### src/rtl/lrrs_pkg.sv
// Shared types, constants and codes for the zoned read request scheduler.
// Used by every module under rtl/ except lrrs_ram; depends on nothing.
`timescale 1ns / 1ps
package lrrs_pkg;

  localparam int ZONE_COUNT  = 32;
  localparam int TABLE_DEPTH = 64;
  localparam int LAST_ZONE   = ZONE_COUNT - 1;
  localparam int ZW          = $clog2(ZONE_COUNT + 1);   // zone code incl. FIFO code
  localparam int ZI_W        = $clog2(ZONE_COUNT);       // read zone index
  localparam int SW          = $clog2(TABLE_DEPTH);      // slot index
  localparam int CW          = $clog2(TABLE_DEPTH + 1);  // per-zone occupancy count
  localparam int ACC_W       = 32 + $clog2(ZONE_COUNT);  // zone boundary accumulator

  localparam logic CMD_ADD      = 1'b0;
  localparam logic CMD_DISPATCH = 1'b1;

  localparam logic REG_EXPIRY = 1'b0;
  localparam logic REG_SPAN   = 1'b1;

  typedef enum logic [1:0] {
    ST_ADDED      = 2'd0,
    ST_FULL       = 2'd1,
    ST_DISPATCHED = 2'd2,
    ST_NONE       = 2'd3
  } lrrs_status_t;

  typedef enum logic [1:0] {F_IDLE, F_DIV, F_PUSH} lrrs_fstate_t;

  typedef enum logic [2:0] {B_IDLE, B_EXEC, B_ZSRCH, B_SCAN, B_DECIDE, B_DONE} lrrs_bstate_t;

  typedef struct packed {
    logic          cmd;
    logic [31:0]   now;
    logic [7:0]    tag;
    logic [31:0]   sector;
    logic [ZW-1:0] zone;
    logic [31:0]   deadline;
  } lrrs_item_t;

  typedef struct packed {
    logic [31:0]   sector;
    logic [31:0]   deadline;
    logic [ZW-1:0] zone;
    logic [7:0]    tag;
    logic [31:0]   stamp;
  } lrrs_entry_t;

  typedef struct packed {
    logic decide;
    logic have;
    logic load;
  } lrrs_bstat_t;

endpackage

### src/rtl/lrrs_front.sv
// Front end: accepts words, works out the sector zone and the deadline.
// Depends on lrrs_pkg; feeds lrrs_queue.
`timescale 1ns / 1ps
module lrrs_front import lrrs_pkg::*; (
  input  logic        clk,
  input  logic        rst_n,
  input  logic        in_valid,
  output logic        in_ready,
  input  logic        in_cmd,
  input  logic [31:0] in_now,
  input  logic [7:0]  in_tag,
  input  logic [31:0] in_sector,
  input  logic        in_write,
  input  logic        in_sync,
  input  logic [15:0] expiry,
  input  logic [31:0] span,
  output logic        q_push,
  input  logic        q_ready,
  output lrrs_item_t  q_item
);
  lrrs_fstate_t state_r, state_nxt;
  lrrs_item_t   item_r;
  logic [ACC_W-1:0] acc_r;
  logic div_stop;

  assign div_stop = (span == 32'd0) || (item_r.zone == ZW'(LAST_ZONE)) ||
                    ({{(ACC_W-32){1'b0}}, item_r.sector} < acc_r);

  always_comb begin
    state_nxt = state_r;
    unique case (state_r)
      F_IDLE: begin
        if (in_valid) begin
          state_nxt = (in_cmd == CMD_ADD && !in_write && !in_sync) ? F_DIV : F_PUSH;
        end
      end
      F_DIV:  if (div_stop) state_nxt = F_PUSH;
      F_PUSH: if (q_ready) state_nxt = F_IDLE;
      default: state_nxt = F_IDLE;
    endcase
  end

  always_comb begin
    in_ready = (state_r == F_IDLE);
    q_push   = (state_r == F_PUSH);
    q_item   = item_r;
  end

  always_ff @(posedge clk) begin
    if (!rst_n) begin
      state_r <= F_IDLE;
    end else begin
      state_r <= state_nxt;
    end
    unique case (state_r)
      F_IDLE: begin
        if (in_valid) begin
          item_r.cmd      <= in_cmd;
          item_r.now      <= in_now;
          item_r.tag      <= in_tag;
          item_r.sector   <= in_sector;
          item_r.zone     <= (in_write || in_sync) ? ZW'(ZONE_COUNT) : '0;
          item_r.deadline <= in_now + {16'd0, expiry};
          acc_r           <= {{(ACC_W-32){1'b0}}, span};
        end
      end
      F_DIV: begin
        // walk zone boundaries upward; a zero span means the last zone
        if (span == 32'd0) begin
          item_r.zone <= ZW'(LAST_ZONE);
        end else if (!div_stop) begin
          item_r.zone <= item_r.zone + 1'b1;
          acc_r       <= acc_r + {{(ACC_W-32){1'b0}}, span};
        end
      end
      default: ;
    endcase
  end
endmodule

### config.mk
export PLATFORM = sky130hd
export DESIGN_NAME = lrrs_front
export DESIGN_NICKNAME = d
export VERILOG_FILES = /design/src/rtl/lrrs_pkg.sv /design/src/rtl/lrrs_front.sv
export SDC_FILE = /design/constraint.sdc
export NUM_CORES = 1
export LEC_CHECK = 0
export CAP_MARGIN = 20
export CORE_MARGIN = 5
export CORE_UTILIZATION = 55
export CTS_BUF_LIST = sky130_fd_sc_hd__clkbuf_16
export CTS_CLUSTER_SIZE = 25
export DETAILED_ROUTE_END_ITERATION = 16
export DONT_BUFFER_PORTS = 1
export GPL_TIMING_DRIVEN = 0
export PLACE_DENSITY_LB_ADDON = 0.15
export SLEW_MARGIN = 10
export SYNTH_ARGS = -nofsm -noshare
export SYNTH_HDL_FRONTEND = slang
export SYNTH_SLANG_ARGS = --single-unit
### constraint.sdc
create_clock -name clk -period 5.3 [get_ports clk]
set_input_delay 0 -clock clk [delete_from_list [all_inputs] [get_ports clk]]
set_output_delay 0 -clock clk [all_outputs]
set_load 0.02 [all_outputs]
== After elaboration in Yosys (flattened, before gate mapping) ==
Index checks and enable logic that the tools add are counted.
Storage, ports and cells
  word-level logic and storage cells: 50
  output and inout port bits: 113
  register bits: 150
  input bits: 127
Operators by class
  equality and inequality tests: 9
  add/sub/neg operators: 3
  mux-type cells: 14
  $lt $le $gt $ge: 1
  bitwise operators: 1
  reduce and logical (&&, ||, !) cells: 14
Operator list (count)
  37-bit two-way mux: 3
  37-bit one-hot mux with 2 select lines: 1
  38-bit two-way mux: 1
  37-bit by 32-bit adder with 37-bit output: 1
  32-bit by 37-bit < comparator with 1-bit output: 1
  32-bit by 16-bit adder with 32-bit output: 1
  32-bit zero test: 1
  6-bit two-way mux: 3
  6-bit one-hot mux with 2 select lines: 1
  2-bit two-way mux: 4
  2-bit != test (second input constant): 4
  6-bit by 1-bit adder with 6-bit output (second input constant): 1
  6-bit by 5-bit equality test with 1-bit output (second input constant): 1
  2-bit one-hot mux with 3 select lines: 1
  3-bit AND reduction: 2
  4-bit AND reduction: 1
  1-bit logical OR: 3
  3-bit != test (second input constant): 1
  2-bit by 1-bit equality test with 1-bit output (second input constant): 1
  2-bit equality test (second input constant): 1
  1-bit logical AND: 2
  1-bit zero test: 2
  2-bit zero test: 1
  2-bit by 1-bit != test with 1-bit output (second input constant): 1
  3 further kinds: 3

== Logic depth before layout (Yosys ltp) ==
Gate-level depths: netlist of the first run.
  word-level depth: 6
  mapped depth: 12
  mapped depth without buffers: 11

== Worst setup path before layout of the first run ==
OpenSTA, ideal clock, no wires.
  path kind: flip-flop to flip-flop
  start point: register state_r[1]
  end point: register acc_r[0], enable pin
  buffers on the path: 0
  stages on the path, launching flop included: 4
  data arrival time: 4337 ps
  slack: 563 ps
  path through: dfxtp_1 > nor2_1 > and2_1 > nand2b_1
Between the ends
  longest elaborated chain between the ends: 3
  elaborated cells between the ends (all ways): 7
  those cells by class: eq/ne (4); reduce/logical (3)
RTL lines
  start: declaration: RTL line lrrs_front.sv:21  | lrrs_fstate_t state_r, state_nxt;
  start signal: assignment: RTL line lrrs_front.sv:53  | state_r <= state_nxt;
  2-bit zero test *
  named net in_ready: RTL line lrrs_front.sv:8  | output logic in_ready,
  2-bit != test (no line) or 2-bit nonzero test (tied branches)
  4-bit AND reduction (no line) *
  end signal: assignment: RTL line lrrs_front.sv:64  | acc_r <= {{(ACC_W-32){1'b0}}, span};
  end signal: assignment: RTL line lrrs_front.sv:73  | acc_r <= acc_r + {{(ACC_W-32){1'b0}}, span};
  end: declaration: RTL line lrrs_front.sv:23  | logic [ACC_W-1:0] acc_r;
Mark *: on every way through the listed nets, which the timed path passes. The rest lies on a longest branch.
A chain may end at the register's enable or synchronous reset.

== Worst setup path in the final report of the first run ==
  start point: register item_r, in the netlist q_item[60]
  end point: register acc_r[14], enable pin
Between the ends
  longest elaborated chain between the ends: 4
RTL lines
  start: declaration: RTL line lrrs_front.sv:22  | lrrs_item_t item_r;
  32-bit by 37-bit < comparator with 1-bit output: RTL line lrrs_front.sv:27  | ({{(ACC_W-32){1'b0}}, item_r.sector} < acc_r);
  1-bit logical OR: RTL line lrrs_front.sv:26  | assign div_stop = (span == 32'd0) || (item_r.zone == ZW'(LAST_ZONE)) ||
  2-bit != test (no line)
  4-bit AND reduction (no line)
No other way between the ends.

==> results of run 1 <==
## cell usage after synthesis (4+ instances only)
cell type	n
a211o_1	4
a21o_1	34
a21oi_1	54
a31oi_1	9
and2_1	8
and3_1	6
buf_2	10
clkbuf_1	15
edfxtp_1	148
ha_1	80
inv_1	51
nand2_1	70
nand2b_1	10
nand3_1	23
nand4_1	21
nor2_1	40
nor2b_1	6
nor3_1	14
nor4_1	10
o211ai_1	4
o21a_1	7
o21ai_0	55
o21ai_1	13
o21bai_1	8
or2_2	4
xnor2_1	38
xor2_1	26
## worst reg2reg max path, cell delays in order (launching register included)
cell and delay, ps:
edfxtp_1 500, ha_1 360, a21o_1 160, a211o_1 370, a2111oi_0 560, o21ai_0 360
a31oi_1 540, nand2b_2 350, buf_12 270
## power by group
group / internal (W) / switching (W) / leakage [nW]
registers: 0.00142 / 0.000132 / 1.44
logic: 0.000273 / 0.000342 / 2.71
clock network: 0.000609 / 0.000516 / 0.270
total: 0.00230 / 0.000991 / 4.42
## worst max path at each step
stage                       to  slack (ps)
floorplan             acc_r[0]         560
global placement     acc_r[15]        -750
detailed placement   acc_r[15]        1670
CTS                  acc_r[11]        1620
global route        state_r[0]        1370
finish               acc_r[14]        1560
## cells by family (layout without fill, tap and decap cells)
kind of cell / count (synthesis) / in the layout / share of synthesized area
mux: 1 / 1 / 0.00126
buf+inv: 77 / 234 / 0.0339
flops: 150 / 150 / 0.502
xor+xnor: 64 / 64 / 0.0628
other cells: 0 / 1 / 0
fa+ha+maj: 82 / 82 / 0.117
compound gates: 222 / 222 / 0.159
simple gates: 225 / 225 / 0.124
## per-layer routing
metal,GRT usage,vias to the layer above
met5,0,-
met2,0.462,269
met4,0.0881,0
met3,0.0818,36
met1,0.266,3367
li1,-,3358
## per-stage QoR
stage	cell area, µm²	std cells
4_1_cts	11000	1194
3_3_place_gp	9200	1037
2_1_floorplan	8930	821
6_report	11000	1195
3_5_place_dp	9250	1039
5_1_grt	11000	1195
## area by class of cell
cell class / instances / area share
diodes: 1 / 0.000227
plain buffers: 26 / 0.0101
clock buffers: 17 / 0.0386
clock inverters: 15 / 0.0108
inverters: 51 / 0.0174
multi-input cells: 594 / 0.376
flip-flops and latches: 150 / 0.407
well taps: 216 / 0.0245
repair buffers: 125 / 0.115
## repair_timing
| item | 4_1_cts | 5_1_grt |
|---|---|---|
| hold buffers | 123 | 0 |
| gates resized for setup | 0 | 0 |
| endpoints found under the hold margin | 136 | 0 |
| endpoints found under the setup margin | 0 | 0 |
## registers in the layout (all words and copies together) (netlist names)
signal and count:
q_item 111, acc_r 37, state_r 2
==> flow_summary.ini, run 1 <==
[place]
place_ws_ps = 1670
gp_congestion = 0.841
hpwl_mm = 16.5
port_buffers = 0

[final_layout]
fin_util = 0.694
layout_common_cells = edfxtp_1 (148), dlygate4sd3_1 (123), ha_1 (80), nand2_1 (70), o21ai_0 (55)
fillers = 1151
seq_area_um2 = 4480
syn2layout_area_growth_pct = 23.4
drive_above_1_share = 0.0593
multiInputGateArea_um2 = 4150
layout_commonest_cell = edfxtp_1
nNetsFinal = 1174

[floorplanning]
core_area_um2 = 15900
pin_count = 240
chipHeight_um = 137
die_area_um2 = 18900
initial_utilization = 0.562
die_w_um = 137
rows = 46

[sta]
rsz0062_at_grt = no
tns_ps = 0
hold_viol = 0
maxSlewHeadroom = 0.424
finalClockSkew_ps = 11.2
slew_violations = 0
worst_pin_slew_ps = 854
finalCritPeriodShare = 0.706
setup_violations = 0
min_period_ps = 3740
holdWs_ps = 19.1
layout_setup_ws_ps = 1560
max_freq_mhz = 267

[clock_tree]
cts.sinks = 150
clock_latency_ps = 430
htreeDepth = 4
cts_tree = done
cts_setup_buffers = 0
ctsRootBufferMaster = clkbuf_16
path_clk_slew_ps = 60
clock_path_buffers = 2
cts_made_buffers = 17

[logic_synthesis]
yosys_warnings = 0
yosysTopAreaCellShare = 0.498
synth_flop_cell = edfxtp_1
synth_top_cell_by_area = edfxtp_1
synth_edf_count = 148
syn_area_um2 = 8930
synth_nets = 1030
netlist_instances = 821
async_flop_share = 0
avgSynthCellArea_um2 = 10.9
synth_top_cells_by_area = edfxtp_1 (50%), ha_1 (11%), xnor2_1 (3.7%)
synth-seq-cells = 150
yosysSeqAreaShare = 0.502
synth_cell_types = 61

[worst_setup_path]
r2r_start = q_item[60]
cp_top_family = compound AO/OA/AOI/OAI gates
cpPeakStageDelay_ps = 560
critPathCaptureType = flop
timing.rr.end = acc_r[14]
crit_type = reg2reg
cp-start-kind = flop
path_buf_inv = 1
crit_slowest_cell = a2111oi_0
arrival_ps = 3910
cp_max_fo = 25
cp-startpoint = q_item[60]
required_ps = 5470
worst-path-stages = 8
reg2reg_depth = 8
crit_chain = ha_1 -> a21o_1 -> a211o_1 -> a2111oi_0 -> o21ai_0 -> a31oi_1 -> nand2b_2 -> buf_12
r2r_setup_slack_ps = 1560

[min_path]
worstHoldPathType = in2reg
holdPathStages = 2
worstHoldEndpoint = q_item[13]
hold_start = in_now[13]

[drt]
num_vias = 7030
top_layer = met4
drt-met1-wl_mm = 8.75
ant_nets = 0
drtPass1Iterations = 6
drt_iter0_markers = 458
wl_per_cell_um = 19.9
post-route-drc-count = 0
wl_met2_mm = 12.6
wl_met3_mm = 1.98
wl_mm = 23.8
detail_route.vias_per_cell = 5.88

[outcome]
outcome = finished, final reports clean

[power]
power_w = 0.00329
p_leak_nw = 4.42
ir_drop_uv = 223
p_per_area_nw_per_um2 = 299

[global_routing]
antenna_found_initial = 1
grt_pass1_wl_mm = 36.5
grt_overflow_total = 0
grt_max_degree = 63
grt_util_all_layers = 0.251
grt_pass1_vias = 7306

[job]
maxCapViolations = 0
(Power assumes the default switching activity.)
==> inputs of run 2 (changes only) <==
==> constraint.sdc (replaced) <==
create_clock -name clk -period 3.1 [get_ports clk]
set_input_delay 0 -clock clk [delete_from_list [all_inputs] [get_ports clk]]
set_output_delay 0 -clock clk [all_outputs]
set_load 0.02 [all_outputs]
==> run 2 against run 1 <==
Effect of this change:
- count of clock-buffer cells in the layout unchanged
- cell area is 0.32% higher
- utilization is 0.22 points higher
- sequential cell count is the same
- hold slack worse by 6.7 ps
- wire length grew 3.2%
- sequential share of layout area is 0.13 points lower
- critical path depth decreased by 1
==> flow_summary.ini, run 2 (synthesized netlist as in run 1, its figures left out) <==
[outcome]
outcome = finished, final reports clean

[sta]
layout_setup_ws_ps = 70.6
min_period_ps = 3030
finalCritPeriodShare = 0.977
slew_violations = 0
finalClockSkew_ps = 11.4
hold_viol = 0
tns_ps = 0
maxSlewHeadroom = 0.450
max_freq_mhz = 330
rsz0062_at_grt = no
setup_violations = 0
worst_pin_slew_ps = 825

[power]
seq_power_share = 0.463
power_w = 0.00574
power.share.combinational = 0.184
clockPowerShare = 0.353
p_per_area_nw_per_um2 = 519
p_int_w = 0.00402
ir_drop_uv = 539
p_switching_w = 0.00172
p_sw_frac = 0.300
p_leak_nw = 4.43

[global_routing]
antenna_found_initial = 0
grt_pass1_wl_mm = 37.7
grt_overflow_total = 0
grt_max_degree = 60
grt_pass1_vias = 7519
grt_util_all_layers = 0.260

[final_layout]
syn2layout_area_growth_pct = 23.8
fillers = 1149
layout_common_cells = edfxtp_1 (148), dlygate4sd3_1 (120), ha_1 (80), nand2_1 (70), a21oi_1 (54)
nNetsFinal = 1172
fin_area_um2 = 11100
multiInputGateArea_um2 = 4200
diodes = 0
layout_commonest_cell = edfxtp_1
seq_area_um2 = 4480
instances_no_fill = 1192
largest_reg_flops = 111
drive_above_1_share = 0.0645

[drt]
drt_iter0_markers = 493
wl_mm = 24.6
num_vias = 7158
drtPass1Iterations = 5
post-route-drc-count = 0
ant_nets = 0
top_layer = met4
detail_route.vias_per_cell = 6.01
wl_met2_mm = 12.7
wl_met3_mm = 2.05
drt-met1-wl_mm = 8.98
wl_per_cell_um = 20.6

[worst_setup_path]
arrival_ps = 3140
required_ps = 3210
crit_type = reg2reg
cp_max_fo = 19
r2r_setup_slack_ps = 70
critPathCaptureType = flop
cp-start-kind = flop

[clock_tree]
clock_path_buffers = 2
cts_made_buffers = 17
cts.sinks = 150
path_clk_slew_ps = 60
ctsRootBufferMaster = clkbuf_16
cts_tree = done
htreeDepth = 4
clock_latency_ps = 430

[floorplanning]
initial_utilization = 0.562
pin_count = 240
chipHeight_um = 137
die_w_um = 137
rows = 46
core_area_um2 = 15900
die_area_um2 = 18900

[place]
port_buffers = 0
postPlaceCellArea_um2 = 9230
placed_cells = 1038
hpwl_mm = 16.5
place_ws_ps = -825
gp_congestion = 0.853

[job]
maxCapViolations = 0

[min_path]
worstHoldPathType = in2reg
## run 2: changes by cell type in the layout (fill, tap and decap cells not counted), sizes merged
| cell | previous run | this run |
|---|---|---|
| dlygate4sd3 | 123 | 120 |
| inv | 57 | 58 |
| bufinv | 0 | 1 |
| clkinvlp | 1 | 2 |
| clkinv | 8 | 5 |
| nand2b | 10 | 11 |
| diode | 1 | 0 |
## run 2: worst paths after layout
path,start,depth (start not counted),endpoint
setup / recovery,q_item[60],7,acc_r[5]
hold / removal,expiry[8],2,q_item[8]
setup reg to reg,q_item[60],7,acc_r[5]
hold reg to reg,acc_r[36],2,acc_r[36]
## run 2: routing by layer
layer | vias to the layer above | track usage
met2 | 298 | 0.470
met5 | - | 0
met1 | 3438 | 0.270
met4 | 0 | 0.106
li1 | 3354 | -
met3 | 68 | 0.0957
## run 2: power by group through the flow
| stage | sequential (W) | clock [W] | combinational (W) |
|---|---|---|---|
| finish | 0.00266 | 0.00203 | 0.00106 |
| floorplan | 0.00266 | 0 | 0.000705 |
| global route | 0.00267 | 0.00214 | 0.00117 |
| detailed placement | 0.00270 | 0 | 0.000888 |
| CTS | 0.00266 | 0.00204 | 0.00104 |
| global placement | 0.00270 | 0 | 0.000855 |
## run 2: timing repair
| action | in CTS | in global routing |
|---|---|---|
| resized for setup | 9 | 1 |
| buffers inserted | 1 | 0 |
| cloned | 1 | 0 |
| endpoints found under the hold margin | 133 | 0 |
| hold buffers | 120 | 0 |
| setup endpoints to repair | 43 | 1 |
| pin swaps | 1 | 0 |
## run 2: area by class of cell
cell class	instances	area share
plain buffers	26	0.0101
repair buffers	122	0.112
flip-flops and latches	150	0.405
clock inverters	15	0.0129
clock buffers	17	0.0385
inverters	51	0.0173
multi-input cells	595	0.380
well taps	216	0.0244
## run 2: per-stage QoR
stage	hold slack (ps)	utilization
floorplan	98.9	-
global placement	98.9	0.580
detailed placement	98.9	0.581
CTS	0.321	0.696
global route	5.40	0.696
finish	12.4	0.696
## run 2: worst max-delay path, stage by stage (launching register included)
cell       delay [ps]
edfxtp_1          500
ha_1              360
a21o_1            170
a211o_1           370
a2111oi_2         430
o21ai_1           270
a31oi_4           350
nand2b_4          250
