<file path="src/rtl/lrrs_pkg.sv">
// Shared types, constants and codes for the zoned read request scheduler.
// Used by every module under rtl/ except lrrs_ram; depends on nothing.
`timescale 1ns / 1ps
package lrrs_pkg;

  localparam int ZONE_COUNT  = 32;
  localparam int TABLE_DEPTH = 64;
  localparam int LAST_ZONE   = ZONE_COUNT - 1;
  localparam int ZW          = $clog2(ZONE_COUNT + 1);   // zone code incl. FIFO code
  localparam int ZI_W        = $clog2(ZONE_COUNT);       // read zone index
  localparam int SW          = $clog2(TABLE_DEPTH);      // slot index
  localparam int CW          = $clog2(TABLE_DEPTH + 1);  // per-zone occupancy count
  localparam int ACC_W       = 32 + $clog2(ZONE_COUNT);  // zone boundary accumulator

  localparam logic CMD_ADD      = 1'b0;
  localparam logic CMD_DISPATCH = 1'b1;

  localparam logic REG_EXPIRY = 1'b0;
  localparam logic REG_SPAN   = 1'b1;

  typedef enum logic [1:0] {
    ST_ADDED      = 2'd0,
    ST_FULL       = 2'd1,
    ST_DISPATCHED = 2'd2,
    ST_NONE       = 2'd3
  } lrrs_status_t;

  typedef enum logic [1:0] {F_IDLE, F_DIV, F_PUSH} lrrs_fstate_t;

  typedef enum logic [2:0] {B_IDLE, B_EXEC, B_ZSRCH, B_SCAN, B_DECIDE, B_DONE} lrrs_bstate_t;

  typedef struct packed {
    logic          cmd;
    logic [31:0]   now;
    logic [7:0]    tag;
    logic [31:0]   sector;
    logic [ZW-1:0] zone;
    logic [31:0]   deadline;
  } lrrs_item_t;

  typedef struct packed {
    logic [31:0]   sector;
    logic [31:0]   deadline;
    logic [ZW-1:0] zone;
    logic [7:0]    tag;
    logic [31:0]   stamp;
  } lrrs_entry_t;

  typedef struct packed {
    logic decide;
    logic have;
    logic load;
  } lrrs_bstat_t;

endpackage

</file>
<file path="src/rtl/lrrs_queue.sv">
// Two-entry queue between the front end and the back end.
// Depends on lrrs_pkg.
`timescale 1ns / 1ps
module lrrs_queue import lrrs_pkg::*; (
  input  logic       clk,
  input  logic       rst_n,
  input  logic       push,
  output logic       push_ready,
  input  lrrs_item_t push_item,
  output logic       pop_valid,
  input  logic       pop,
  output lrrs_item_t pop_item
);
  lrrs_item_t  mem_r [2];
  logic        wp_r, rp_r;
  logic [1:0]  cnt_r;
  logic        do_push, do_pop;

  assign push_ready = (cnt_r != 2'd2);
  assign pop_valid  = (cnt_r != 2'd0);
  assign pop_item   = mem_r[rp_r];
  assign do_push    = push && push_ready;
  assign do_pop     = pop && pop_valid;

  always_ff @(posedge clk) begin
    if (!rst_n) begin
      wp_r  <= 1'b0;
      rp_r  <= 1'b0;
      cnt_r <= 2'd0;
    end else begin
      if (do_push) wp_r <= ~wp_r;
      if (do_pop)  rp_r <= ~rp_r;
      cnt_r <= cnt_r + {1'b0, do_push} - {1'b0, do_pop};
    end
    if (do_push) begin
      mem_r[wp_r] <= push_item;
    end
  end
endmodule

</file>
<file path="config.mk">
export PLATFORM = sky130hd
export DESIGN_NAME = lrrs_queue
export DESIGN_NICKNAME = d
export VERILOG_FILES = /design/src/rtl/lrrs_pkg.sv /design/src/rtl/lrrs_queue.sv
export SDC_FILE = /design/constraint.sdc
export NUM_CORES = 1
export LEC_CHECK = 0
export ABC_AREA = 1
export BUFFER_PORTS_ARGS = -buffer_cell sky130_fd_sc_hd__buf_4
export CORE_MARGIN = 1
export CORE_UTILIZATION = 42
export DETAILED_ROUTE_END_ITERATION = 8
export HOLD_SLACK_MARGIN = 0.06
export PLACE_DENSITY = 0.77
export SLEW_MARGIN = 20
export SYNTH_ARGS = -nofsm -noshare
export SYNTH_HDL_FRONTEND = slang
export SYNTH_SLANG_ARGS = --single-unit
export TNS_END_PERCENT = 50
</file>
<file path="constraint.sdc">
create_clock -name clk -period 18.7 [get_ports clk]
set_input_delay 2.805 -clock clk [delete_from_list [all_inputs] [get_ports clk]]
set_output_delay 2.805 -clock clk [all_outputs]
set_load 0.01 [all_outputs]
</file>
# ---- Yosys cells after proc, flatten, opt, wreduce, memory -nomap -nowiden
# Memory sizes are Yosys's and may differ from the RTL's. A register that Yosys moved wholly into a read port is not among the register bits.
# Cells that the tools add are included.
dict set report op_classes {
  eq_ne 1
  n_reduce_logical 3
  add_sub_neg 2
  muxes 4
  bitwise 2
}
# operator n
set ops {}
lappend ops {{two-way mux 1 bit} 4}
lappend ops {{adder 2 x 1 -> 2 bit} 1}
lappend ops {{logical AND 1 bit} 2}
lappend ops {{inequality test 2 bit, second input constant} 1}
lappend ops {{NOT 1 bit} 2}
lappend ops {{nonzero test 2 bit} 1}
lappend ops {{subtractor 2 x 1 -> 2 bit} 1}
dict set report totals {
  input_bits 115
  output_inout_bits 113
  ram_bits 222
  ff_bits 4
  mem_count 1
}
# memory words word_bits read_ports rd_clocked_by_memory_dff write_ports line
set memory_table {}
lappend memory_table {mem_r 2 111 1 1 1 lrrs_queue.sv:14} ;# lrrs_item_t mem_r [2];

# ---- Longest topological paths before layout
# Gate-level depths: netlist (run 1).
dict set report logic_depth {
  depth_word 4
  ltp_mapped 11
  ltp_nobuf 11
}

# ---- Worst setup path before layout (run 1)
# Ideal clock, no wire load.
dict set report synth_timing {
  path_kind {input -> register}
  start {in push}
  end {mem mem_r[0][0] (netlist name), enable pin}
  arrival_time_ps 7494
  t_required_ps 18118
  cell_stages 2
  slack_ps 10624
  path_cell_list {nand2_1 -> nor2_1}
}
dict set report synth_via {
  elab_chain_cells 3
}
# item line
set synth_lines {}
lappend synth_lines {{start: declaration} lrrs_queue.sv:7} ;# input logic push,
lappend synth_lines {{logical AND 1 bit} lrrs_queue.sv:22} ;# assign do_push = push && push_ready;
lappend synth_lines {{two-way mux 1 bit} lrrs_queue.sv:35} ;# if (do_push) begin
lappend synth_lines {{two-way mux 1 bit (implied by the code)} lrrs_queue.sv:36} ;# mem_r[wp_r] <= push_item;
lappend synth_lines {{end: declaration} lrrs_queue.sv:14}
# No other way between the ends.

==> results of run 1 <==
[flip-flops by register name, indices dropped and copies added (netlist names), named ones only]
| signal | flops |
|---|---|
| cnt_r | 2 |
| mem_r | 222 |
| rp_r | 1 |
| wp_r | 1 |
[cell type report]
type                    instances  area share [%]
repair buffers                231            15.8
clock inverters                 9           0.717
multi-input cells             135            12.5
well taps                     260            2.96
clock buffers                  32            6.29
flip-flops and latches        227            61.5
inverters                       7           0.262
[cells by family (layout without fill, tap and decap cells)]
group | after synthesis | count (layout) | synth area share (%)
flops | 227 | 227 | 81.7
compound gates | 2 | 2 | 0.121
fa+ha+maj | 2 | 2 | 0.302
mux | 111 | 111 | 15.1
buf+inv | 19 | 279 | 1.80
simple gates | 20 | 20 | 0.952
[power by group through the flow]
stage	logic, mW	clock network (mW)	registers, mW
2_1_floorplan	0.202	0	0.676
3_3_place_gp	0.338	0	0.680
5_1_grt	0.367	0.485	0.681
6_report	0.342	0.453	0.673
4_1_cts	0.349	0.466	0.675
3_5_place_dp	0.347	0	0.685
[how the worst min path moves through the flow]
stage	endpoint	slack, ns
6_report	rp_r$_SDFFE_PN0P_	0.54
5_1_grt	rp_r$_SDFFE_PN0P_	0.59
4_1_cts	rp_r$_SDFFE_PN0P_	0.55
3_5_place_dp	rp_r$_SDFFE_PN0P_	0.54
3_3_place_gp	rp_r$_SDFFE_PN0P_	0.49
2_1_floorplan	flip-flop	0.47
[Yosys cell counts, drive strengths merged]
| library cell | number | area (um2) |
|---|---|---|
| nand2 | 9 | 33.8 |
| ha | 2 | 25.0 |
| buf | 12 | 123 |
| inv | 7 | 26.3 |
| dfxtp | 5 | 100 |
| nand3 | 3 | 15.0 |
| mux2 | 111 | 1250 |
| edfxtp | 222 | 6670 |
| a21oi | 2 | 10.0 |
| nor2 | 8 | 30.0 |
[layout by cell type (no fill, tap or decap), drive strengths merged]
| master | n |
|---|---|
| clkinvlp | 2 |
| mux2 | 111 |
| edfxtp | 222 |
| clkbuf | 32 |
| clkinv | 5 |
| nand3 | 3 |
| nor2 | 8 |
| inv | 8 |
| buf | 231 |
| dfxtp | 5 |
| ha | 2 |
| bufinv | 1 |
| a21oi | 2 |
| nand2 | 9 |
[per-layer routing]
metal	vias up	track usage (%)	wire, um
met5	-	0	0
met4	0	5.72	408
met3	42	4.85	1290
met2	168	27.0	8200
met1	2107	16.7	5860
li1	1988	-	-
[worst max-delay path, cell delays in order (launching register included)]
cell and delay, ns:
sky130_fd_sc_hd__dfxtp_4 0.77, sky130_fd_sc_hd__buf_4 0.73, sky130_fd_sc_hd__mux2_2 0.43, sky130_fd_sc_hd__buf_4 0.15
[metrics by stage]
stage,cells,worst slack (ns)
global placement,860,13.77
finish,901,13.25
global route,901,13.06
detailed placement,860,13.71
floorplan,381,10.62
CTS,901,13.18
==> impl_table.tex, run 1 <==
\begin{tabular}{lr}
\hline
Metric & Value \\
\hline
\multicolumn{2}{l}{\textbf{Placed design}} \\
Half-perimeter wire length after detailed placement & 10500 um \\
Buffers on Ports & around 230 \\
Placement Cell Area & a little over 10000 um2 \\
Final estimated routing congestion in global placement & 0.699 \\
\multicolumn{2}{l}{\textbf{Yosys}} \\
Net Count, Synth & approximately 500 \\
Syn\_area\_per\_cell & around 22 um2 \\
Yosys warnings & 0 \\
Number of unique standard cell types used by synthesis & 11 \\
Flip-flop and latch count after synthesis & $\sim$230 \\
Seq/Total Area, Yosys & between 80\% and 90\% \\
Netlist Area Pre-Place & 8280 um2 \\
Cells after synthesis & 381 \\
\multicolumn{2}{l}{\textbf{Final layout}} \\
Final Util & between 50 and 60\% \\
Area added between synthesis and finish & 32.9\% \\
Number of fillers in the final layout & around 1400 \\
Storage element area & around 6800 um2 \\
Share of layout cells above drive strength 1 & 59.4\% \\
Multi-input gate area in the final layout & around 1400 um2 \\
Antenna diode count & 0 \\
Final std cell area, no fill & around 11000 um2 \\
Number of nets at the end of the flow & $\sim$740 \\
\multicolumn{2}{l}{\textbf{Clock tree}} \\
CTS Buffer Depth & 3 \\
Clock buffers created by TritonCTS & 24 \\
Maximum level of the CTS H-tree & 1 \\
Post-CTS setup buffer count & 0 \\
Clock Pin Slew Worst Setup and Hold Paths & 0.06 ns \\
Clock tree sinks & 227 \\
CTS tree & done \\
Quantity of hold-fixing buffers added after cts & 0 \\
Clock root buffer & sky130\_fd\_sc\_hd\_\_clkbuf\_16 \\
Number of resized instances in the post-cts repair step & 0 \\
Clock latency of the later-clocked register in the worst-skew pair & approximately 0.5 ns \\
\multicolumn{2}{l}{\textbf{STA}} \\
Slew at the pin closest to its max-slew limit & about 0.83 ns \\
Final critical path time including I/O delays and setup & between 5 and 6 ns \\
Setup TNS & 0 ns \\
Max-slew violation count & 0 \\
Final hold violation count & 0 \\
Unrepaired setup endpoints after global routing & false \\
Slew Limit Headroom & between 40\% and 50\% \\
Post-Route Skew & between 0.015 and 0.02 ns \\
Post-route worst hold slack & roughly 0.54 ns \\
Period Utilization, post-route & just under 30\% \\
Maximum clock rate & around 180 MHz \\
Total of endpoints with negative setup slack in the final report & 0 \\
\multicolumn{2}{l}{\textbf{Critical path}} \\
Launching point of the worst reg2reg path & cnt\_r[0]\$\_SDFF\_PN0\_ \\
Worst flop-to-flop path endpoint & mem\_r[0][19]\$\_DFFE\_PP\_ \\
Endpoint arrival time on the critical path & roughly 2.7 ns \\
Worst Path Class, Setup & reg2out \\
Largest fanout of any net on the critical path & 62 \\
R2R cell count & 6 \\
Worst setup path endpoint & pop\_item[102] \\
Worst endpoint required time & $\sim$16 ns \\
Critical Path Start Type & flip-flop \\
Crit path capture type & primary output \\
Register-to-Register Setup Slack & around 16 ns \\
\multicolumn{2}{l}{\textbf{Detailed routing}} \\
Number of iterations in the first detailed-routing pass & 4 \\
Number of DRC violations after detailed-routing iteration 0 & 130 \\
DRC violation count after routing & 0 \\
Routed length per placed instance & between 15 and 20 um \\
Post-Route WL & $\sim$16000 um \\
Routed via count divided by cell count & approximately 4.8 \\
Remaining antenna violation count after routing & 0 \\
Routed vias & roughly 4300 \\
\multicolumn{2}{l}{\textbf{Min path}} \\
Worst hold path class & reg2reg \\
Instance count along the most critical hold path & 2 \\
Hold Crit Start & rp\_r\$\_SDFFE\_PN0P\_ \\
\multicolumn{2}{l}{\textbf{Power and ir drop}} \\
Static Leak & around 4.1 nW \\
Switching power share of the total & about a quarter \\
Fraction of power consumed by combinational cells & roughly a quarter \\
Peak supply drop & around 0.000099 V \\
Pwr per Cell Area & 134 nW/um2 \\
Clock Power Share & 30.9\% \\
Total Power Consumption & between 1 and 1.5 mW \\
Sw power & between 300 and 400 uW \\
Portion of total power attributed to sequential cells & 45.8\% \\
Pint & approximately 1.1 mW \\
\multicolumn{2}{l}{\textbf{Global route}} \\
Number of global-route vias before repair & approximately 4600 \\
Initial antenna violation count & 0 \\
Largest net degree at the start of global routing & 63 \\
Wire length of the first global-routing pass & between 20000 and 25000 um \\
Sum of overflow across all layers after global routing & 0 \\
Gr usage total & between 10\% and 20\% \\
\multicolumn{2}{l}{\textbf{Die}} \\
Number of top-level pins & between 200 and 250 \\
Floorplan row count & 50 \\
Effective utilization at floorplan & a little over two fifths \\
Chip width & around 140 um \\
Total Die Area & roughly 20000 um2 \\
Die height & roughly 140 um \\
Placeable core region & between 15000 and 20000 um2 \\
\multicolumn{2}{l}{\textbf{Job}} \\
Number of max-cap violations & 0 \\
\multicolumn{2}{l}{\textbf{Status}} \\
Run status & completed \\
\hline
\end{tabular}
Note: power is estimated with default switching activity, not from simulation.
==> inputs of run 2 (changes only) <==
ABC_AREA = 0   (was 1)
clock period = 5.11 ns   (was 18.7 ns; I/O delays follow)
==> run 2 against run 1 <==
Sequential power rose to 3.6 times the previous value. First-iteration DRC count up 27%. Design area up 0.10%.
==> impl_table.tex, run 2 <==
\begin{tabular}{lr}
\hline
Metric & Value \\
\hline
\multicolumn{2}{l}{\textbf{Detailed routing}} \\
DRC violation count after routing & 0 (unchanged) \\
Routed length per placed instance & 17.7 um (+1.1\%) \\
Post-Route WL & 15800 um (+0.18\%) \\
Routed via count divided by cell count & 4.77 (-0.18\%) \\
Routed vias & 4259 (-1.1\%) \\
Number of iterations in the first detailed-routing pass & 4 (unchanged) \\
Number of DRC violations after detailed-routing iteration 0 & 165 (+27\%) \\
Remaining antenna violation count after routing & 0 (unchanged) \\
\multicolumn{2}{l}{\textbf{Clock tree}} \\
Quantity of hold-fixing buffers added after cts & 0 (unchanged) \\
Maximum level of the CTS H-tree & 1 (unchanged) \\
Number of resized instances in the post-cts repair step & 0 (unchanged) \\
Post-CTS setup buffer count & 0 (unchanged) \\
Clock buffers created by TritonCTS & 24 (unchanged) \\
CTS Buffer Depth & 3 (unchanged) \\
Clock tree sinks & 227 (unchanged) \\
Clock Pin Slew Worst Setup and Hold Paths & 0.06 ns (about the same) \\
Clock root buffer & sky130\_fd\_sc\_hd\_\_clkbuf\_16 \\
Clock latency of the later-clocked register in the worst-skew pair & 0.50 ns (about the same) \\
CTS tree & done \\
\multicolumn{2}{l}{\textbf{Final layout}} \\
Max reg flops & 222 (unchanged) \\
Number of nets at the end of the flow & 733 (-1.3\%) \\
Share of layout cells above drive strength 1 & 59.6\% (+0.12 points) \\
Multi-input gate area in the final layout & 1390 um2 (+1.6\%) \\
Top Registers & mem\_r: 222 flops, cnt\_r: 2 flops \\
Area added between synthesis and finish & 33.1\% \\
Final std cell area, no fill & 11000 um2 (+0.10\%) \\
Storage element area & 6770 um2 (unchanged) \\
Most frequent standard cell in the layout excluding fill and tap cells & sky130\_fd\_sc\_hd\_\_buf\_4 \\
Top library cells by usage in the layout, fill and taps aside & sky130\_fd\_sc\_hd\_\_buf\_4 (232), sky130\_fd\_sc\_hd\_\_edfxtp\_1 (222), sky130\_fd\_sc\_hd\_\_mux2\_2 (111) \\
Register ranked first by flip-flop count & mem\_r \\
Number of fillers in the final layout & 1459 (+1.1\%) \\
Antenna diode count & 0 (unchanged) \\
\multicolumn{2}{l}{\textbf{STA}} \\
Final hold violation count & 0 (unchanged) \\
Maximum clock rate & between 300 and 400 MHz \\
Period Utilization, post-route & around 60\% \\
Setup TNS & 0 ns (unchanged) \\
Slew Limit Headroom & 47.0\% (+2.2 points) \\
Post-Route Skew & 0.0118 ns (-0.00340 ns) \\
Total of endpoints with negative setup slack in the final report & 0 (unchanged) \\
Unrepaired setup endpoints after global routing & false \\
Max-slew violation count & 0 (unchanged) \\
Slew at the pin closest to its max-slew limit & 0.795 ns (-0.0329 ns) \\
Final critical path time including I/O delays and setup & 3.13 ns \\
\multicolumn{2}{l}{\textbf{Global route}} \\
Largest net degree at the start of global routing & 81 (+29\%) \\
Wire length of the first global-routing pass & 23900 um (+1.9\%) \\
Initial antenna violation count & 0 (unchanged) \\
Number of global-route vias before repair & 4628 (+0.74\%) \\
Gr usage total & 15.2\% (+0.14 points) \\
Sum of overflow across all layers after global routing & 0 (unchanged) \\
\multicolumn{2}{l}{\textbf{Job}} \\
Number of max-cap violations & 0 (unchanged) \\
\multicolumn{2}{l}{\textbf{Die}} \\
Number of top-level pins & 228 (unchanged) \\
Die height & 142 um (about the same) \\
Total Die Area & 20300 um2 (about the same) \\
Chip width & 142 um (about the same) \\
Placeable core region & 19000 um2 (unchanged) \\
Floorplan row count & 50 (unchanged) \\
Effective utilization at floorplan & 43.5\% (about the same) \\
\multicolumn{2}{l}{\textbf{Critical path}} \\
Largest fanout of any net on the critical path & 44 (-29\%) \\
Cell repeated most along the worst path & sky130\_fd\_sc\_hd\_\_buf\_4 \\
Library cell contributing the largest single delay on the critical path & sky130\_fd\_sc\_hd\_\_dfxtp\_4 \\
Critical Path Start Type & flip-flop \\
Worst endpoint required time & 4.34 ns (-11.55 ns) \\
Endpoint arrival time on the critical path & 2.36 ns (-0.29 ns) \\
CP cell instances & buf\_4 -> mux2\_2 -> buf\_4 \\
Worst Path Class, Setup & reg2out \\
Crit path capture type & primary output \\
Delay of the slowest cell on the worst path & 0.73 ns (-0.04 ns) \\
\multicolumn{2}{l}{\textbf{Yosys}} \\
Largest area contributor in the synthesized netlist & sky130\_fd\_sc\_hd\_\_edfxtp\_1 \\
FFs w/ async S/R, synth & 0\% (unchanged) \\
Net Count, Synth & 486 (-2.4\%) \\
Seq/Total Area, Yosys & 81.8\% (about the same) \\
Number of unique standard cell types used by synthesis & 17 (+6) \\
Yosys warnings & 0 (unchanged) \\
Flip-flop and latch count after synthesis & 227 (unchanged) \\
Top area cells in the synthesized netlist & sky130\_fd\_sc\_hd\_\_edfxtp\_1 (81\%), sky130\_fd\_sc\_hd\_\_mux2\_2 (15\%), sky130\_fd\_sc\_hd\_\_buf\_6 (1.4\%) \\
Number of flops mapped to enable cells by yosys & 222 (unchanged) \\
Flip-flop cell with the highest count after synthesis & sky130\_fd\_sc\_hd\_\_edfxtp\_1 \\
Netlist Area Pre-Place & 8270 um2 (about the same) \\
Post-synth top area share & 80.6\% (about the same) \\
List of most frequent post-synthesis cells & sky130\_fd\_sc\_hd\_\_edfxtp\_1 (222), sky130\_fd\_sc\_hd\_\_mux2\_2 (111), sky130\_fd\_sc\_hd\_\_buf\_6 (10) \\
Cells after synthesis & 369 (-3.1\%) \\
Syn\_area\_per\_cell & 22.4 um2 (+3.2\%) \\
Dominant cell by count in the synthesized netlist & sky130\_fd\_sc\_hd\_\_edfxtp\_1 \\
\multicolumn{2}{l}{\textbf{Placed design}} \\
Final estimated routing congestion in global placement & 0.718 (+2.7\%) \\
Placement Cell Area & 10200 um2 (about the same) \\
Half-perimeter wire length after detailed placement & 10100 um (-3.5\%) \\
Buffers on Ports & 227 (unchanged) \\
\multicolumn{2}{l}{\textbf{Min path}} \\
Worst hold path class & in2reg \\
\multicolumn{2}{l}{\textbf{Power and ir drop}} \\
Sw power & 1.35 mW (+260\%) \\
Portion of total power attributed to sequential cells & 45.4\% (-0.4 points) \\
Static Leak & 4.07 nW (-0.78\%) \\
Clock Power Share & 30.5\% (-0.4 points) \\
Peak supply drop & 0.000297 V (+200\%) \\
Pint & 4.03 mW (+270\%) \\
Switching power share of the total & 25.1\% (-0.19 points) \\
Fraction of power consumed by combinational cells & 24.0\% (+0.7 points) \\
Pwr per Cell Area & 488 nW/um2 (+270\%) \\
\multicolumn{2}{l}{\textbf{Status}} \\
Run status & completed \\
\hline
\end{tabular}
## run 2: kinds of logic (layout without fill, tap and decap cells)
| kind of cell | Yosys count | after routing | synth area share, % |
|---|---|---|---|
| and+or+nand+nor | 11 | 11 | 0.741 |
| xor gates and xnor gates | 3 | 3 | 0.318 |
| muxes | 112 | 112 | 15.2 |
| buffers and inverters | 13 | 277 | 1.53 |
| DFF | 227 | 227 | 81.8 |
| AOI/OAI and AO/OA | 1 | 1 | 0.0908 |
| adders and majority gates | 2 | 2 | 0.302 |
## run 2: cell type report
class | count | share of cell area, %
Multi-Input combinational cell | 129 | 12.6
Inverter | 1 | 0.0341
Tap cell | 260 | 2.95
Clock inverter | 10 | 0.864
Sequential cell | 227 | 61.5
Timing Repair Buffer | 233 | 16.1
Clock buffer | 33 | 5.95
## run 2: per-stage QoR
stage	utilization, %	instances	power [mW]	setup slack, ns	hold WS, ns
final	57.9	893	5.37	1.98	0.449
after global routing	57.9	893	5.61	1.84	0.424
after CTS	57.8	892	5.44	1.92	0.423
after detailed placement	53.8	849	3.78	2.32	0.516
after global placement	53.8	849	3.74	2.40	0.518
after floorplan	-	369	3.21	0.919	0.466
## run 2: per-layer routing
layer / part of all wire [%] / GRT usage (%)
met5: 0 / 0
met4: 2.3 / 4.81
met3: 8.2 / 4.68
met2: 50 / 26.9
met1: 39 / 17.6
## run 2: worst max-delay path, delay by kind of cell (launching register included)
family,cells,cell delay [ns]
flops,1,0.73
buf+inv,2,0.69
mux,1,0.40
## run 2: power groups by stage
| stage | clock network [mW] | registers, mW | logic (mW) |
|---|---|---|---|
| 3_5_place_dp | 0 | 2.49 | 1.30 |
| 6_report | 1.64 | 2.44 | 1.29 |
| 2_1_floorplan | 0 | 2.44 | 0.765 |
| 4_1_cts | 1.68 | 2.45 | 1.31 |
| 5_1_grt | 1.75 | 2.47 | 1.38 |
| 3_3_place_gp | 0 | 2.47 | 1.27 |
## run 2: worst paths after layout
check,from,to,slack [ns],depth (start not counted)
setup reg to reg,cnt_r[0]$_SDFF_PN0_,mem_r[1][72]$_DFFE_PP_,3.12,3
hold / removal,push_item[84],mem_r[1][84]$_DFFE_PP_,0.45,1
setup / recovery,flip-flop,pop_item[96],1.98,3
hold reg to reg,wp_r$_SDFFE_PN0N_,wp_r$_SDFFE_PN0N_,0.52,2
==> inputs of run 3 (changes only) <==
PLACE_DENSITY = 0.8   (was 0.77)
clock period = 2.5 ns   (was 5.11 ns; I/O delays follow)
==> run 3 against run 2 <==
Design area is 10% higher. Global-route usage increased by 2.4 points. Worst setup slack lost 1.6 ns. Core utilization rose by 6.1 points. Final cell count up 12%. Register-to-register slack worse by 2.3 ns. Sequential share of layout area fell by 5.8 points. Critical path type unchanged. Critical path depth unchanged.
==> impl_table.tex, run 3 (synthesized netlist as in run 2, its figures left out) <==
\begin{tabular}{lr}
\hline
Metric & Value \\
\hline
\multicolumn{2}{l}{\textbf{Critical path}} \\
Largest fanout of any net on the critical path & 59 (+34\%) \\
CP cell instances & buf\_12 -> mux2\_2 -> buf\_4 \\
Worst Path Class, Setup & reg2out \\
Number of buffer and inverter stages on the critical path & 2 (unchanged) \\
Family with the most delay on the worst path & buffers and inverters \\
Critical Path Start Type & flip-flop \\
Crit path capture type & primary output \\
Library cell contributing the largest single delay on the critical path & sky130\_fd\_sc\_hd\_\_mux2\_2 \\
Worst endpoint required time & 2.12 ns (-2.22 ns) \\
Delay of the slowest cell on the worst path & 0.40 ns (-0.33 ns) \\
Endpoint arrival time on the critical path & 1.76 ns (-0.60 ns) \\
\multicolumn{2}{l}{\textbf{Power and ir drop}} \\
Pwr per Cell Area & 921 nW/um2 (+89\%) \\
Peak supply drop & 0.000672 V (+130\%) \\
Static Leak & 4.55 nW (+12\%) \\
Total Power Consumption & 11.2 mW (+110\%) \\
\multicolumn{2}{l}{\textbf{Clock tree}} \\
Clock latency of the later-clocked register in the worst-skew pair & 0.50 ns (about the same) \\
Clock tree sinks & 227 (unchanged) \\
CTS Buffer Depth & 3 (unchanged) \\
Clock root buffer & sky130\_fd\_sc\_hd\_\_clkbuf\_16 \\
Clock buffers created by TritonCTS & 24 (unchanged) \\
Quantity of hold-fixing buffers added after cts & 111 (+111) \\
Clock Pin Slew Worst Setup and Hold Paths & 0.06 ns (about the same) \\
Post-CTS setup buffer count & 0 (unchanged) \\
Maximum level of the CTS H-tree & 1 (unchanged) \\
Number of resized instances in the post-cts repair step & 0 (unchanged) \\
CTS tree & done \\
\multicolumn{2}{l}{\textbf{STA}} \\
Slew Limit Headroom & 62.0\% (+15 points) \\
Period Utilization, post-route & between 80\% and 90\% \\
Final critical path time including I/O delays and setup & 2.14 ns \\
Maximum clock rate & 468 MHz \\
Post-Route Skew & 0.00677 ns (-0.00507 ns) \\
Final hold violation count & 0 (unchanged) \\
Setup TNS & 0 ns (unchanged) \\
Slew at the pin closest to its max-slew limit & 0.569 ns (-0.226 ns) \\
Max-slew violation count & 0 (unchanged) \\
Post-route worst hold slack & 0.127 ns (-0.322 ns) \\
Post-route worst setup slack & 0.364 ns (-1.62 ns) \\
Unrepaired setup endpoints after global routing & false \\
Total of endpoints with negative setup slack in the final report & 0 (unchanged) \\
\multicolumn{2}{l}{\textbf{Die}} \\
Number of top-level pins & 228 (unchanged) \\
Die height & 142 um (unchanged) \\
Floorplan row count & 50 (unchanged) \\
Chip width & 142 um (unchanged) \\
Effective utilization at floorplan & 43.5\% (unchanged) \\
Total Die Area & 20300 um2 (unchanged) \\
Placeable core region & 19000 um2 (unchanged) \\
\multicolumn{2}{l}{\textbf{Global route}} \\
Gr usage total & 17.6\% (+2.4 points) \\
Initial antenna violation count & 2 (+2) \\
Largest net degree at the start of global routing & 69 (-15\%) \\
Number of global-route vias before repair & 5204 (+12\%) \\
Sum of overflow across all layers after global routing & 0 (unchanged) \\
Wire length of the first global-routing pass & 27300 um (+14\%) \\
\multicolumn{2}{l}{\textbf{Job}} \\
Number of max-cap violations & 0 (unchanged) \\
\multicolumn{2}{l}{\textbf{Final layout}} \\
Most frequent standard cell in the layout excluding fill and tap cells & sky130\_fd\_sc\_hd\_\_buf\_4 \\
Number of fillers in the final layout & 1335 (-8.5\%) \\
Multi-input gate area in the final layout & 1410 um2 (+1.1\%) \\
Register ranked first by flip-flop count & mem\_r \\
Antenna diode count & 0 (unchanged) \\
Final Util & 64.0\% (+6.1 points) \\
Share of layout cells above drive strength 1 & 51.6\% (-7.9 points) \\
Number of nets at the end of the flow & 844 (+15\%) \\
Max reg flops & 222 (unchanged) \\
Top library cells by usage in the layout, fill and taps aside & sky130\_fd\_sc\_hd\_\_buf\_4 (228), sky130\_fd\_sc\_hd\_\_edfxtp\_1 (222), sky130\_fd\_sc\_hd\_\_mux2\_2 (111), sky130\_fd\_sc\_hd\_\_dlygate4sd3\_1 (111), sky130\_fd\_sc\_hd\_\_clkbuf\_16 (25) \\
Final std cell area, no fill & 12200 um2 (+10\%) \\
Area added between synthesis and finish & 47.1\% \\
Top Registers & mem\_r: 222 flops, cnt\_r: 2 flops \\
Number of standard cells in the layout, taps in and fillers out & 1004 (+12\%) \\
Storage element area & 6770 um2 (about the same) \\
\multicolumn{2}{l}{\textbf{Detailed routing}} \\
DRC violation count after routing & 0 (unchanged) \\
Number of DRC violations after detailed-routing iteration 0 & 186 (+13\%) \\
Routed via count divided by cell count & 4.75 (-0.34\%) \\
Routed vias & 4772 (+12\%) \\
Highest layer used for signal routing & met5 \\
Number of iterations in the first detailed-routing pass & 4 (unchanged) \\
Post-Route WL & 18200 um (+15\%) \\
Routed metal-1 wirelength & 6720 um (+9.1\%) \\
Remaining antenna violation count after routing & 0 (unchanged) \\
Routed length per placed instance & 18.2 um (+2.7\%) \\
WL met2 & 9760 um (+23\%) \\
Detail Route met3 WL & 1190 um (-8.6\%) \\
\multicolumn{2}{l}{\textbf{Placed design}} \\
Worst slack after detailed placement & 0.811 ns (-1.51 ns) \\
Half-perimeter wire length after detailed placement & 10500 um (+3.2\%) \\
Cell count after placement & 850 (+0.12\%) \\
Placement Cell Area & 10300 um2 (+0.84\%) \\
Buffers on Ports & 227 (unchanged) \\
Final estimated routing congestion in global placement & 0.697 (-2.9\%) \\
\multicolumn{2}{l}{\textbf{Min path}} \\
Worst hold path class & in2reg \\
\multicolumn{2}{l}{\textbf{Status}} \\
Run status & completed \\
\hline
\end{tabular}
-- run 3: routing by layer --
layer / GRT usage [%] / vias up
met5: 0 / -
met4: 5.72 / 2
met3: 4.74 / 45
met2: 32.9 / 173
met1: 19.3 / 2364
li1: - / 2188
-- run 3: worst register-to-register path: stages, from the launching register on --
cell and delay (ns):
sky130_fd_sc_hd__dfxtp_1 0.37, sky130_fd_sc_hd__o21a_1 0.24, sky130_fd_sc_hd__ha_1 0.28, sky130_fd_sc_hd__inv_1 0.04, sky130_fd_sc_hd__ha_1 0.20, sky130_fd_sc_hd__xnor2_1 0.21, sky130_fd_sc_hd__xnor2_1 0.09, sky130_fd_sc_hd__and2_1 0.15
-- run 3: power by group --
part	switching, mW	internal, mW
combinational	1.39	1.59
clock	1.38	1.93
sequential	0.137	4.78
total	2.91	8.29
-- run 3: final timing paths --
path,slack (ns),to,start,cells past startpoint
setup / recovery,0.36,pop_item[25],flip-flop,3
hold / removal,0.13,cnt_r[0]$_SDFF_PN0_,rst_n,2
setup reg to reg,0.83,cnt_r[1]$_SDFF_PN0_,cnt_r[1]$_SDFF_PN0_,7
hold reg to reg,0.53,wp_r$_SDFFE_PN0N_,wp_r$_SDFFE_PN0N_,2
-- run 3: cell type report --
class | instances | area share (%)
timing repair buffer | 344 | 24.0
tap | 260 | 2.67
clock inverter | 13 | 0.761
inverter | 1 | 0.0308
clock buffer | 30 | 5.30
sequential | 227 | 55.7
multi-input combinational | 129 | 11.6
